--- config.mk ---
export PLATFORM = sky130hd
export DESIGN_NAME = plsu_cell
export DESIGN_NICKNAME = d
export VERILOG_FILES = /design/src/plsu_pkg.sv /design/src/plsu_cell.sv
export SDC_FILE = /design/constraint.sdc
export NUM_CORES = 1
export LEC_CHECK = 0
export ABC_AREA = 0
export BUFFER_PORTS_ARGS = -buffer_cell sky130_fd_sc_hd__buf_2
export CAP_MARGIN = 30
export CORE_MARGIN = 1
export CORE_UTILIZATION = 38
export CTS_CLUSTER_DIAMETER = 30
export CTS_CLUSTER_SIZE = 30
export DETAILED_ROUTE_END_ITERATION = 6
export MAX_ROUTING_LAYER = met4
export PLACE_DENSITY = 0.8
export REMOVE_ABC_BUFFERS = 1
export SLEW_MARGIN = 5
export SYNTH_ARGS = -nofsm -noshare
export SYNTH_HDL_FRONTEND = slang
export SYNTH_SLANG_ARGS = --single-unit
--- constraint.sdc ---
create_clock -name i_clk -period 4.7 [get_ports i_clk]
set_input_delay 0.235 -clock i_clk [delete_from_list [all_inputs] [get_ports i_clk]]
set_output_delay 0.235 -clock i_clk [all_outputs]
set_load 0.01 [all_outputs]
--- src/plsu_pkg.sv ---
// shared types and constants for the positional list store unit
`timescale 1ns / 1ps

package plsu_pkg;

    localparam int DEF_MAX_ENTRIES = 64;
    localparam int DEF_ENTRY_WIDTH = 32;

    localparam int CMD_W  = 3;
    localparam int POS_W  = 7;
    localparam int VAL_W  = 32;
    localparam int STAT_W = 2;
    localparam int CNT_W  = 7;

    typedef enum logic [CMD_W-1:0] {
        CMD_INSERT   = 3'd0,
        CMD_DELETE   = 3'd1,
        CMD_RETRIEVE = 3'd2,
        CMD_REPLACE  = 3'd3,
        CMD_CLEAR    = 3'd4
    } t_cmd;

    typedef enum logic [STAT_W-1:0] {
        ST_OK    = 2'd0,
        ST_FULL  = 2'd1,
        ST_EMPTY = 2'd2,
        ST_RANGE = 2'd3
    } t_status;

    typedef struct packed {
        logic             ins;
        logic             del;
        logic             rep;
        logic [POS_W-1:0] pos;
    } t_cell_ctrl;

endpackage

--- src/plsu_cell.sv ---
// one list slot: holds an entry and shifts with its neighbors
`timescale 1ns / 1ps

module plsu_cell #(
    parameter int INDEX       = 0,
    parameter int ENTRY_WIDTH = plsu_pkg::DEF_ENTRY_WIDTH
) (
    input  logic                   i_clk,
    input  plsu_pkg::t_cell_ctrl   i_ctrl,
    input  logic [ENTRY_WIDTH-1:0] i_value,
    input  logic [ENTRY_WIDTH-1:0] i_below,
    input  logic [ENTRY_WIDTH-1:0] i_above,
    output logic [ENTRY_WIDTH-1:0] o_data,
    output logic [ENTRY_WIDTH-1:0] o_sel
);

    logic [ENTRY_WIDTH-1:0] r_data;
    logic [ENTRY_WIDTH-1:0] n_data;
    logic                   match;
    logic                   after;

    assign match = (int'(i_ctrl.pos) == INDEX);
    assign after = (int'(i_ctrl.pos) < INDEX);

    always_comb begin
        n_data = r_data;
        if (i_ctrl.ins) begin
            if (match) begin
                n_data = i_value;
            end else if (after) begin
                n_data = i_below;
            end
        end else if (i_ctrl.del) begin
            if (match || after) begin
                n_data = i_above;
            end
        end else if (i_ctrl.rep && match) begin
            n_data = i_value;
        end
    end

    always_ff @(posedge i_clk) begin
        r_data <= n_data;
    end

    assign o_data = r_data;
    assign o_sel  = match ? r_data : '0;

endmodule

After elaboration in Yosys (flattened, before gate mapping):

Cells that the tools add are included.
W data, S select, Z words.

* multiplexer cells: 6
* divide/modulo/power cells: 0
* equality and inequality tests: 2
* add/sub/neg operators: 0
* reduce and logical (&&, ||, !) cells: 4
* magnitude comparators: 0
* shift-type cells: 0
* bitwise gates (word level): 0
* $mul: 0

Operators with widths (count)
* $mux W32: 6
* $logic_not A7 Y1: 1
* $ne A2 B1 Y1 const B: 2
* $reduce_and A3 Y1: 1
* $reduce_bool A3 Y1: 1
* $logic_and A1 B1 Y1: 1

* memory bits (read-only): 0
* bits in latches: 0
* bits in registers: 32
* memories: 0
* memory bits (writable): 0
* output and inout bits: 64
* input bits: 107
* word-level logic and storage cells: 13

Depth between registers and ports, before layout:

Gate-level depths: netlist of run 1.

* word-level depth: 5
* mapped depth: 4
* mapped depth without buffers: 2

Least setup slack after synthesis of run 1:

Ideal clock, no wire load.

* path type: input-to-reg
* start: in i_ctrl[2] (netlist name)
* end: reg r_data[0] (netlist: o_data[0]) (enable)
* library setup time: 0.461 ns
* required time: 4.239 ns
* stages: 3
* path slack: 1.081 ns
* data arrival time: 3.158 ns
* path through: or4_4 buf_6 nor3_1

* cells in the longest elaborated chain, start to end: 4

Ends and longest elaborated chain
* start: declaration: line plsu_cell.sv:9 `input plsu_pkg::t_cell_ctrl i_ctrl,`
* $logic_not A7 Y1 *: line plsu_cell.sv:22 `assign match = (int'(i_ctrl.pos) == INDEX);`
* $logic_and A1 B1 Y1: line plsu_cell.sv:37 `end else if (i_ctrl.rep && match) begin`
* $reduce_bool A3 Y1 (no source line)
* $reduce_and A3 Y1 (no source line) *
* end signal: assignment: line plsu_cell.sv:43 `r_data <= n_data;`
* end: declaration: line plsu_cell.sv:17 `logic [ENTRY_WIDTH-1:0] r_data;`

Every way passes the cells marked *; elsewhere a longest branch is shown, timed or not.
A chain may end at the register's enable or synchronous reset.

Final worst setup path of run 1:

* start: in i_ctrl[1] (netlist name)
* end: out o_sel[0]

* cells in the longest elaborated chain, start to end: 2

Ends and longest elaborated chain
* $logic_not A7 Y1: line plsu_cell.sv:22
* $mux W32: line plsu_cell.sv:47 `assign o_sel = match ? r_data : '0;`
* end: declaration: line plsu_cell.sv:14 `output logic [ENTRY_WIDTH-1:0] o_sel`

No other way between the ends.

==> key figures, run 1 <==
Critical path
  • Setup crit end: o_sel[0]
  • Crit. End Element: primary output
  • Worst setup startpoint: i_ctrl[1]
  • Critical Path Start Type: input pin
  • Data arrival, critical path: 1.65 ns
  • Most frequent CP cell: buf_2
  • Worst EP required: 4.47 ns
  • WS Path Type: in -> out
  • WP buf/inv: 2
  • Critical-path maximum fanout: 33
  • Worst path slowest cell: or3_2
  • CP delay by family, top: simple AND/OR/NAND/NOR gates
  • WP depth: 4
  • Slowest stage delay, CP: ~0.87 ns
  • Worst path cell trace: buf_2, or3_2, nor3_1, buf_2

Floorplanning
  • Die area: 0.00527 mm2
  • Core area: 0.00475 mm2
  • Die H: between 70 and 80 um
  • Initial Utilization: 39.8%
  • Die W: 72.6 um
  • IO Count: ~170
  • Row cnt: 25

Synth
  • Area fraction of the dominant cell type after synthesis: ~51%
  • Gate Count Post-Synth: roughly 150
  • Syn. warnings: 0
  • Async S/R FF share, synth: 0%
  • Post-Syn Area: about 0.0019 mm2
  • Post-synth EDFFs: 32
  • Mapped Avg Cell Area: 13.1 um2
  • Register area share after synthesis: about half
  • Yosys top cell by area: edfxtp_1
  • Top post-synthesis cells by area: edfxtp_1 51%, mux2_2 18%, nor3_2 16%, inv_1 6.3%, buf_12 3.2%
  • Distinct cells, synth: 13
  • Post-synthesis register bit count: 32
  • Ys flop type: edfxtp_1
  • Most instantiated cells after synthesis: 32 x edfxtp_1, 32 x inv_1, 30 x mux2_2, 30 x nor3_2, 6 x buf_2

Power
  • Pwr Total: around 0.59 mW
  • Power per Cell Area: between 200 and 250 mW/mm2
  • Leakage power total: around 1.3 nW
  • Worst vdd ir: approximately 0.00020 V

Global routing
  • Vias in the first global route: around 1500
  • First-pass GRT wire length: about 6300 um
  • GRT Util Overall: 16.4%
  • Largest net degree at the start of global routing: 34
  • Total grt overflow: 0
  • Initial antenna violation count: 0

Finish
  • ANT cells: 0
  • Fillers: 439
  • Nets: slightly below 400
  • Post-route cell area: 0.00267 mm2
  • Share of cells above drive strength 1: 75.1%
  • Core Util, Final: between 50% and 60%
  • Max reg flops: 32
  • Area delta synth->final: 41.0%
  • Non-filler cells, final: between 300 and 400

Timing
  • Worst-margin pin slew: between 0.9 and 1 ns
  • Relative slew slack: between 30% and 40%
  • Slew Limit Fails: 0
  • RSZ-0062 raised after global routing: false
  • Minimum clock period: 1.88 ns
  • Fmax: approximately 530 MHz
  • Hold_ws: 0.246 ns
  • Final setup viols: 0
  • Fin Setup TNS: 0 ns
  • Final Hold Vio Count: 0
  • Post-route setup slack: 2.82 ns
  • Crit share post-route: 40.0%

Place
  • Placed cell area: around 0.0026 mm2
  • Post-Place Cells: 340
  • RD Place Congestion: around 0.73
  • Post-Place Worst Slack: 2.56 ns
  • PortBufs: approximately 140
  • Hpwl dp: 3100 um

Detailed routing
  • DRT antenna net count: 0
  • DRC viols: 0
  • Pre-Repair DR Iteration Count: 4
  • Final WL: 4200 um
  • WL per Instance: between 10 and 15 um
  • Routed vias/inst: about 4.5
  • Via count: between 1500 and 2000
  • Drt first-iter violations: 17

Outcome
  • Status: completed

Clocking
  • Worst-path clk slew: ~0.07 ns
  • CTS tree: yes
  • CTS Hold Bufs: 0
  • CTS buffer count: 5
  • Number of setup buffers added after CTS: 0
  • # resized after CTS: 0
  • CTS root buf: clkbuf_8
  • CTS sink count: 32
  • Max Root-Sink Buffers: 2
  • H-tree depth: 2

Hold path
  • Worst hold-check path type: in -> reg

Flow run
  • MaxCap Viol Count: 0
==> where the power goes <==
| part | total [mW] | internal (mW) | switching [mW] |
|---|---|---|---|
| sequential | 0.319 | 0.318 | 0.000695 |
| clock | 0.198 | 0.100 | 0.0981 |
| combinational | 0.0744 | 0.0442 | 0.0302 |
==> worst min path at each step <==
| stage | startpoint | endpoint | slack [ns] | cells after the start |
|---|---|---|---|---|
| final | i_value[16] | o_data[16] | 0.25 | 2 |
| after CTS | i_value[16] | o_data[16] | 0.24 | 2 |
| after floorplan | i_value[16] | o_data[16] | 0.44 | 1 |
| after detailed placement | i_value[16] | o_data[16] | 0.54 | 2 |
| after global placement | i_value[16] | o_data[16] | 0.53 | 2 |
| after global routing | i_value[16] | o_data[16] | 0.24 | 2 |
==> cell type report <==
class | count | area, um2 | area share [%]
clock inverter | 3 | 13.8 | 0.515
timing repair buffer | 140 | 706 | 26.4
inverter | 32 | 120 | 4.50
sequential | 32 | 961 | 36.0
tap | 67 | 83.8 | 3.14
multi-input combinational | 69 | 718 | 26.9
clock buffer | 5 | 68.8 | 2.58
==> placed cells by master (no fill, tap or decap), drive strengths merged <==
| master | instances |
|---|---|
| buf | 140 |
| nor3 | 34 |
| inv | 32 |
| edfxtp | 32 |
| mux2 | 32 |
| clkbuf | 5 |
| clkinv | 3 |
| nor2b | 1 |
| or4 | 1 |
| or3 | 1 |
==> kinds of logic (layout without fill, tap and decap cells) <==
| logic type | after synthesis | in the layout | share of synthesized area, % |
|---|---|---|---|
| and+or+nand+nor | 37 | 37 | 18.2 |
| buffers and inverters | 44 | 180 | 12.1 |
| muxes | 32 | 32 | 19.0 |
| DFF | 32 | 32 | 50.7 |
==> per-layer routing <==
layer  vias to the layer above  share of wire [%]  track usage [%]
met5                         -                  0                -
met4                         0                1.7             6.75
met3                         6                7.9             4.28
met2                        81                 52             29.3
met1                       731                 38             17.2
li1                        763                  -                -
Power figures use the tool's default switching activity.
==> inputs of run 2 (changes only) <==
CORE_UTILIZATION = 34   (was 38)
PLACE_DENSITY = 0.75   (was 0.8)
clock period = 1.5 ns   (was 4.7 ns; I/O delays follow)
==> run 2 against run 1 <==
  * Via count is 1.1% lower
  * Power grew to 3.1 times the previous value
  * First-iteration DRC count grew to 2.8 times the previous value
  * Setup slack worse by 2.7 ns
  * Sequential cell count stayed put
  * Combinational power grew to 3.3 times the previous value
  * Highest routed layer unchanged
  * Die area is 11% higher
  * Critical path depth is 1 higher
  * Utilization is 4.4 points lower
  * Clock power grew to 3.1 times the previous value
  * Sequential share of layout area is 0.53 points lower
==> key figures, run 2 (synthesis gave the netlist of run 1 again) <==
Timing
  • Final setup viols: 0 (unchanged)
  • Final Hold Vio Count: 0 (unchanged)
  • Hold_ws: 0.0935 ns (-0.153 ns)
  • RSZ-0062 raised after global routing: false
  • Worst-margin pin slew: 0.520 ns (-0.426 ns)
  • Slew Limit Fails: 0 (unchanged)
  • Fmax: about 720 MHz
  • Relative slew slack: 65.4% (+28 points)
  • Minimum clock period: approximately 1.4 ns
  • Fin Setup TNS: 0 ns (unchanged)
  • Crit share post-route: roughly 93%
  • Post-route setup slack: 0.102 ns (-2.72 ns)

Detailed routing
  • Routed vias/inst: 4.42 (-2.8%)
  • WL per Instance: 12.3 um (+1.9%)
  • DRC viols: 0 (unchanged)
  • Drt first-iter violations: 47 (+30)
  • Via count: 1563 (-1.1%)
  • DRT antenna net count: 0 (unchanged)
  • Pre-Repair DR Iteration Count: 4 (unchanged)
  • Final WL: 4350 um (+3.6%)

Finish
  • Post-route cell area: 0.00271 mm2 (+1.5%)
  • Fillers: 475 (+8.2%)
  • Area delta synth->final: 43.1%
  • Most frequent cells in the layout: 138 x buf_2, 32 x inv_1, 32 x edfxtp_1
  • Max reg flops: 32 (unchanged)
  • Core Util, Final: 51.8% (-4.4 points)
  • Nets: 390 (+0.78%)
  • ANT cells: 0 (unchanged)
  • Commonest non-fill, non-tap cell in the layout: buf_2
  • Non-filler cells, final: 354 (+1.7%)
  • Share of cells above drive strength 1: 74.6% (-0.44 points)

Place
  • Post-Place Worst Slack: -0.0381 ns (-2.60 ns)
  • Hpwl dp: 3260 um (+5.1%)
  • PortBufs: 138 (unchanged)
  • Post-Place Cells: 346 (+1.8%)
  • RD Place Congestion: 0.727 (-0.59%)
  • Placed cell area: 0.00263 mm2 (+1.5%)

Clocking
  • # resized after CTS: 0 (unchanged)
  • CTS sink count: 32 (unchanged)
  • Max Root-Sink Buffers: 2 (unchanged)
  • H-tree depth: 2 (unchanged)
  • Number of setup buffers added after CTS: 0 (unchanged)
  • CTS root buf: clkbuf_8
  • Worst-path clk slew: 0.06 ns (about the same)
  • CTS buffer count: 5 (unchanged)
  • CTS Hold Bufs: 0 (unchanged)
  • CTS tree: yes

Critical path
  • Worst path cell trace: buf_2, or4_4, buf_6, nor3_1, buf_2
  • Worst setup startpoint: i_ctrl[2]
  • Critical Path Start Type: input pin
  • WS Path Type: in -> out
  • Worst EP required: 1.42 ns (-3.05 ns)
  • Setup crit end: o_sel[31]
  • Most frequent CP cell: buf_2
  • Worst path slowest cell: or4_4
  • Critical-path maximum fanout: 32 (-3.0%)
  • Crit. End Element: primary output
  • Data arrival, critical path: 1.32 ns (-0.33 ns)
  • Slowest stage delay, CP: 0.56 ns (-0.31 ns)

Floorplanning
  • Die W: 76.6 um (+5.6%)
  • IO Count: 171 (unchanged)
  • Die area: 0.00587 mm2 (+11%)
  • Core area: 0.00524 mm2 (+10%)
  • Row cnt: 26 (+4.0%)
  • Initial Utilization: 36.2% (-3.7 points)
  • Die H: 76.6 um (+5.6%)

Power
  • Worst vdd ir: 0.000416 V (+110%)
  • Power per Cell Area: 686 mW/mm2 (+210%)
  • Leakage power total: 1.27 nW (+1.1%)
  • Pwr Total: 1.86 mW (+210%)

Global routing
  • Total grt overflow: 0 (unchanged)
  • First-pass GRT wire length: 7270 um (+15%)
  • GRT Util Overall: 16.3% (-0.12 points)
  • Vias in the first global route: 1598 (+10%)
  • Largest net degree at the start of global routing: 33 (-2.9%)
  • Initial antenna violation count: 0 (unchanged)

Flow run
  • MaxCap Viol Count: 0 (unchanged)

Outcome
  • Status: completed

Hold path
  • Worst hold-check path type: in -> reg
-- run 2: changes by cell type in the layout (fill, tap and decap cells not counted) --
cell / delta
buf_4: +1
clkbuf_1: +2
clkinv_2: -2
buf_12: +1
buf_6: +1
-- run 2: routing by layer --
metal	routed length (um)	GRT usage, %	up-vias
met3	269	3.83	8
met5	0	-	-
met4	82	6.35	0
met1	1740	17.2	708
met2	2260	29.4	78
li1	-	-	769
-- run 2: critical path, delay by kind of cell --
family,cells,cell delay (ns)
and+or+nand+nor,2,0.75
buffers and inverters,3,0.49
-- run 2: area by class of cell --
| class | instances | area, um2 | area share [%] |
|---|---|---|---|
| Inverter | 32 | 120 | 4.43 |
| Clock buffer | 7 | 76.3 | 2.81 |
| Clock inverter | 1 | 3.75 | 0.138 |
| Timing Repair Buffer | 143 | 744 | 27.5 |
| Sequential cell | 32 | 961 | 35.4 |
| Tap cell | 70 | 87.6 | 3.23 |
| Multi-Input combinational cell | 69 | 718 | 26.5 |
-- run 2: power breakdown --
| part | switching (mW) | internal (mW) |
|---|---|---|
| sequential | 0.00231 | 0.997 |
| combinational | 0.100 | 0.146 |
| clock | 0.292 | 0.322 |
-- run 2: worst min-delay path by stage --
stage           startpoint         end  slack [ns]  cells past startpoint
2_1_floorplan  i_value[16]  o_data[16]        0.28                      1
3_3_place_gp   i_value[29]  o_data[29]        0.38                      2
3_5_place_dp   i_value[29]  o_data[29]        0.38                      2
4_1_cts        i_value[29]  o_data[29]        0.08                      2
5_1_grt         i_value[2]   o_data[2]        0.09                      2
6_report       i_value[29]  o_data[29]        0.09                      2
==> inputs of run 3 (changes only) <==
CORE_ASPECT_RATIO = 1.4   (was unset)
CORE_MARGIN = 2   (was 1)
==> run 3 against run 2 <==
  * Global-route usage down 1.5 points
  * Setup slack better by 0.0074 ns
  * Critical path depth unchanged
  * Worst hold slack worse by 0.0065 ns
  * Largest power group unchanged
  * Highest routed layer unchanged
==> key figures, run 3 (synthesis gave the netlist of run 1 again) <==
Critical path
  • WP buf/inv: 3 (unchanged)
  • Data arrival, critical path: 1.32 ns (about the same)
  • Worst EP required: 1.42 ns (about the same)
  • CP delay by family, top: simple AND/OR/NAND/NOR gates
  • WS Path Type: in -> out
  • Worst path cell trace: buf_2, or4_4, buf_6, nor3_2, buf_2
  • Critical Path Start Type: input pin
  • Critical-path maximum fanout: 32 (unchanged)
  • Most frequent CP cell: buf_2
  • Crit. End Element: primary output
  • Slowest stage delay, CP: 0.54 ns (-0.02 ns)
  • Worst path slowest cell: or4_4

Timing
  • Crit share post-route: 92.7% (-0.49 points)
  • Hold_ws: 0.0870 ns (-0.00650 ns)
  • Fmax: 719 MHz (+0.53%)
  • Slew Limit Fails: 0 (unchanged)
  • Final Hold Vio Count: 0 (unchanged)
  • Final setup viols: 0 (unchanged)
  • Relative slew slack: 74.5% (+9.1 points)
  • RSZ-0062 raised after global routing: false
  • Minimum clock period: 1.39 ns (-0.00737 ns)
  • Worst-margin pin slew: 0.383 ns (-0.137 ns)

Detailed routing
  • Pre-Repair DR Iteration Count: 4 (unchanged)
  • Final WL: 4500 um (+3.4%)
  • Drt first-iter violations: 33 (-30%)
  • DRC viols: 0 (unchanged)
  • WL per Instance: 12.8 um (+4.3%)
  • DRT antenna net count: 0 (unchanged)
  • Routed vias/inst: 4.43 (+0.27%)
  • Via count: 1554 (-0.58%)

Floorplanning
  • IO Count: 171 (unchanged)
  • Row cnt: 32 (+23%)
  • Die H: 92.3 um (+20%)
  • Core area: 0.00545 mm2 (+4.0%)
  • Initial Utilization: 34.8% (-1.4 points)
  • Die W: 67.1 um (-12%)
  • Die area: 0.00619 mm2 (+5.4%)

Hold path
  • Hold-critical path depth: 2 (unchanged)
  • Worst hold-check path type: in -> reg
  • Min-Delay Endpoint: o_data[29]
  • Hold wc startpoint: i_value[29]

Finish
  • Core Util, Final: 49.9% (-1.9 points)
  • Nets: 389 (-0.26%)
  • Post-route cell area: 0.00272 mm2 (+0.23%)
  • Area delta synth->final: 43.5%
  • Max reg flops: 32 (unchanged)
  • Most frequent cells in the layout: 138 x buf_2, 32 x inv_1, 32 x edfxtp_1
  • Non-filler cells, final: 351 (-0.85%)
  • ANT cells: 0 (unchanged)
  • Share of cells above drive strength 1: 74.6% (-0.090 points)
  • Commonest non-fill, non-tap cell in the layout: buf_2

Clocking
  • Max Root-Sink Buffers: 2 (unchanged)
  • CTS buffer count: 5 (unchanged)
  • Worst-path clk slew: 0.06 ns (about the same)
  • Number of setup buffers added after CTS: 0 (unchanged)
  • CTS sink count: 32 (unchanged)
  • CTS root buf: clkbuf_8
  • CTS Hold Bufs: 0 (unchanged)
  • # resized after CTS: 0 (unchanged)
  • CTS tree: yes
  • H-tree depth: 2 (unchanged)

Global routing
  • Met3 Usage GRT: 3.16% (-0.67 points)
  • GRT Util Overall: 14.8% (-1.5 points)
  • Largest net degree at the start of global routing: 33 (unchanged)
  • Grt peak-use layer: met2
  • First-pass GRT wire length: 6730 um (-7.5%)
  • Initial antenna violation count: 0 (unchanged)
  • Vias in the first global route: 1563 (-2.2%)
  • Grt met1 use: 14.3% (-2.8 points)
  • Met2 usage: 28.0% (-1.4 points)
  • Total grt overflow: 0 (unchanged)

Place
  • PortBufs: 138 (unchanged)
  • Placed cell area: 0.00263 mm2 (about the same)
  • Hpwl dp: 3410 um (+4.5%)
  • Post-Place Cells: 343 (-0.87%)
  • RD Place Congestion: 0.728 (+0.18%)

Power
  • Worst vdd ir: 0.000528 V (+27%)
  • Power per Cell Area: 681 mW/mm2 (-0.66%)
  • Pwr Total: 1.85 mW (-0.43%)
  • Leakage power total: 1.27 nW (about the same)

Flow run
  • MaxCap Viol Count: 0 (unchanged)

Outcome
  • Status: completed
## run 3: cell count changes in the layout (fill, tap and decap cells not counted)
cell    previous run  this run
buf_4              3         0
buf_6              1         2
buf_12             1         2
## run 3: worst max path at each step
stage               startpoint         to  slack, ns  cells after the start
floorplan            i_ctrl[1]  o_data[0]      -2.35                      2
global placement     i_ctrl[2]  o_data[4]      -0.04                      4
detailed placement   i_ctrl[2]  o_data[4]      -0.04                      4
CTS                  i_ctrl[2]  o_sel[31]       0.02                      5
global route         i_ctrl[2]  o_sel[31]       0.03                      5
finish               i_ctrl[2]   o_sel[6]       0.11                      5
## run 3: through the flow
step | setup TNS [ns] | setup WS (ns)
final | 0 | 0.110
after global routing | 0 | 0.0318
after CTS | 0 | 0.0156
after detailed placement | -1.37 | -0.0447
after global placement | -1.11 | -0.0363
after floorplan | -97.74 | -2.35
## run 3: per-layer routing
layer | part of all wire (%) | wire length [um]
met2 | 57 | 2560
met4 | 1.7 | 76
met5 | 0 | 0
met1 | 35 | 1560
met3 | 6.8 | 304
## run 3: area by class of cell
class	instances	area, um2
inverters	32	120
well taps	68	85.1
clock inverters	1	3.75
clock buffers	7	76.3
fillers	520	2730
flip-flops and latches	32	961
repair buffers	142	753
multi-input cells	69	718
## run 3: report_power, final
group	internal, mW	switching (mW)	leakage [nW]	total (mW)
registers	0.997	0.00237	0.288	0.999
logic	0.147	0.0999	0.945	0.247
clock network	0.322	0.284	0.0399	0.606
total	1.47	0.386	1.27	1.85
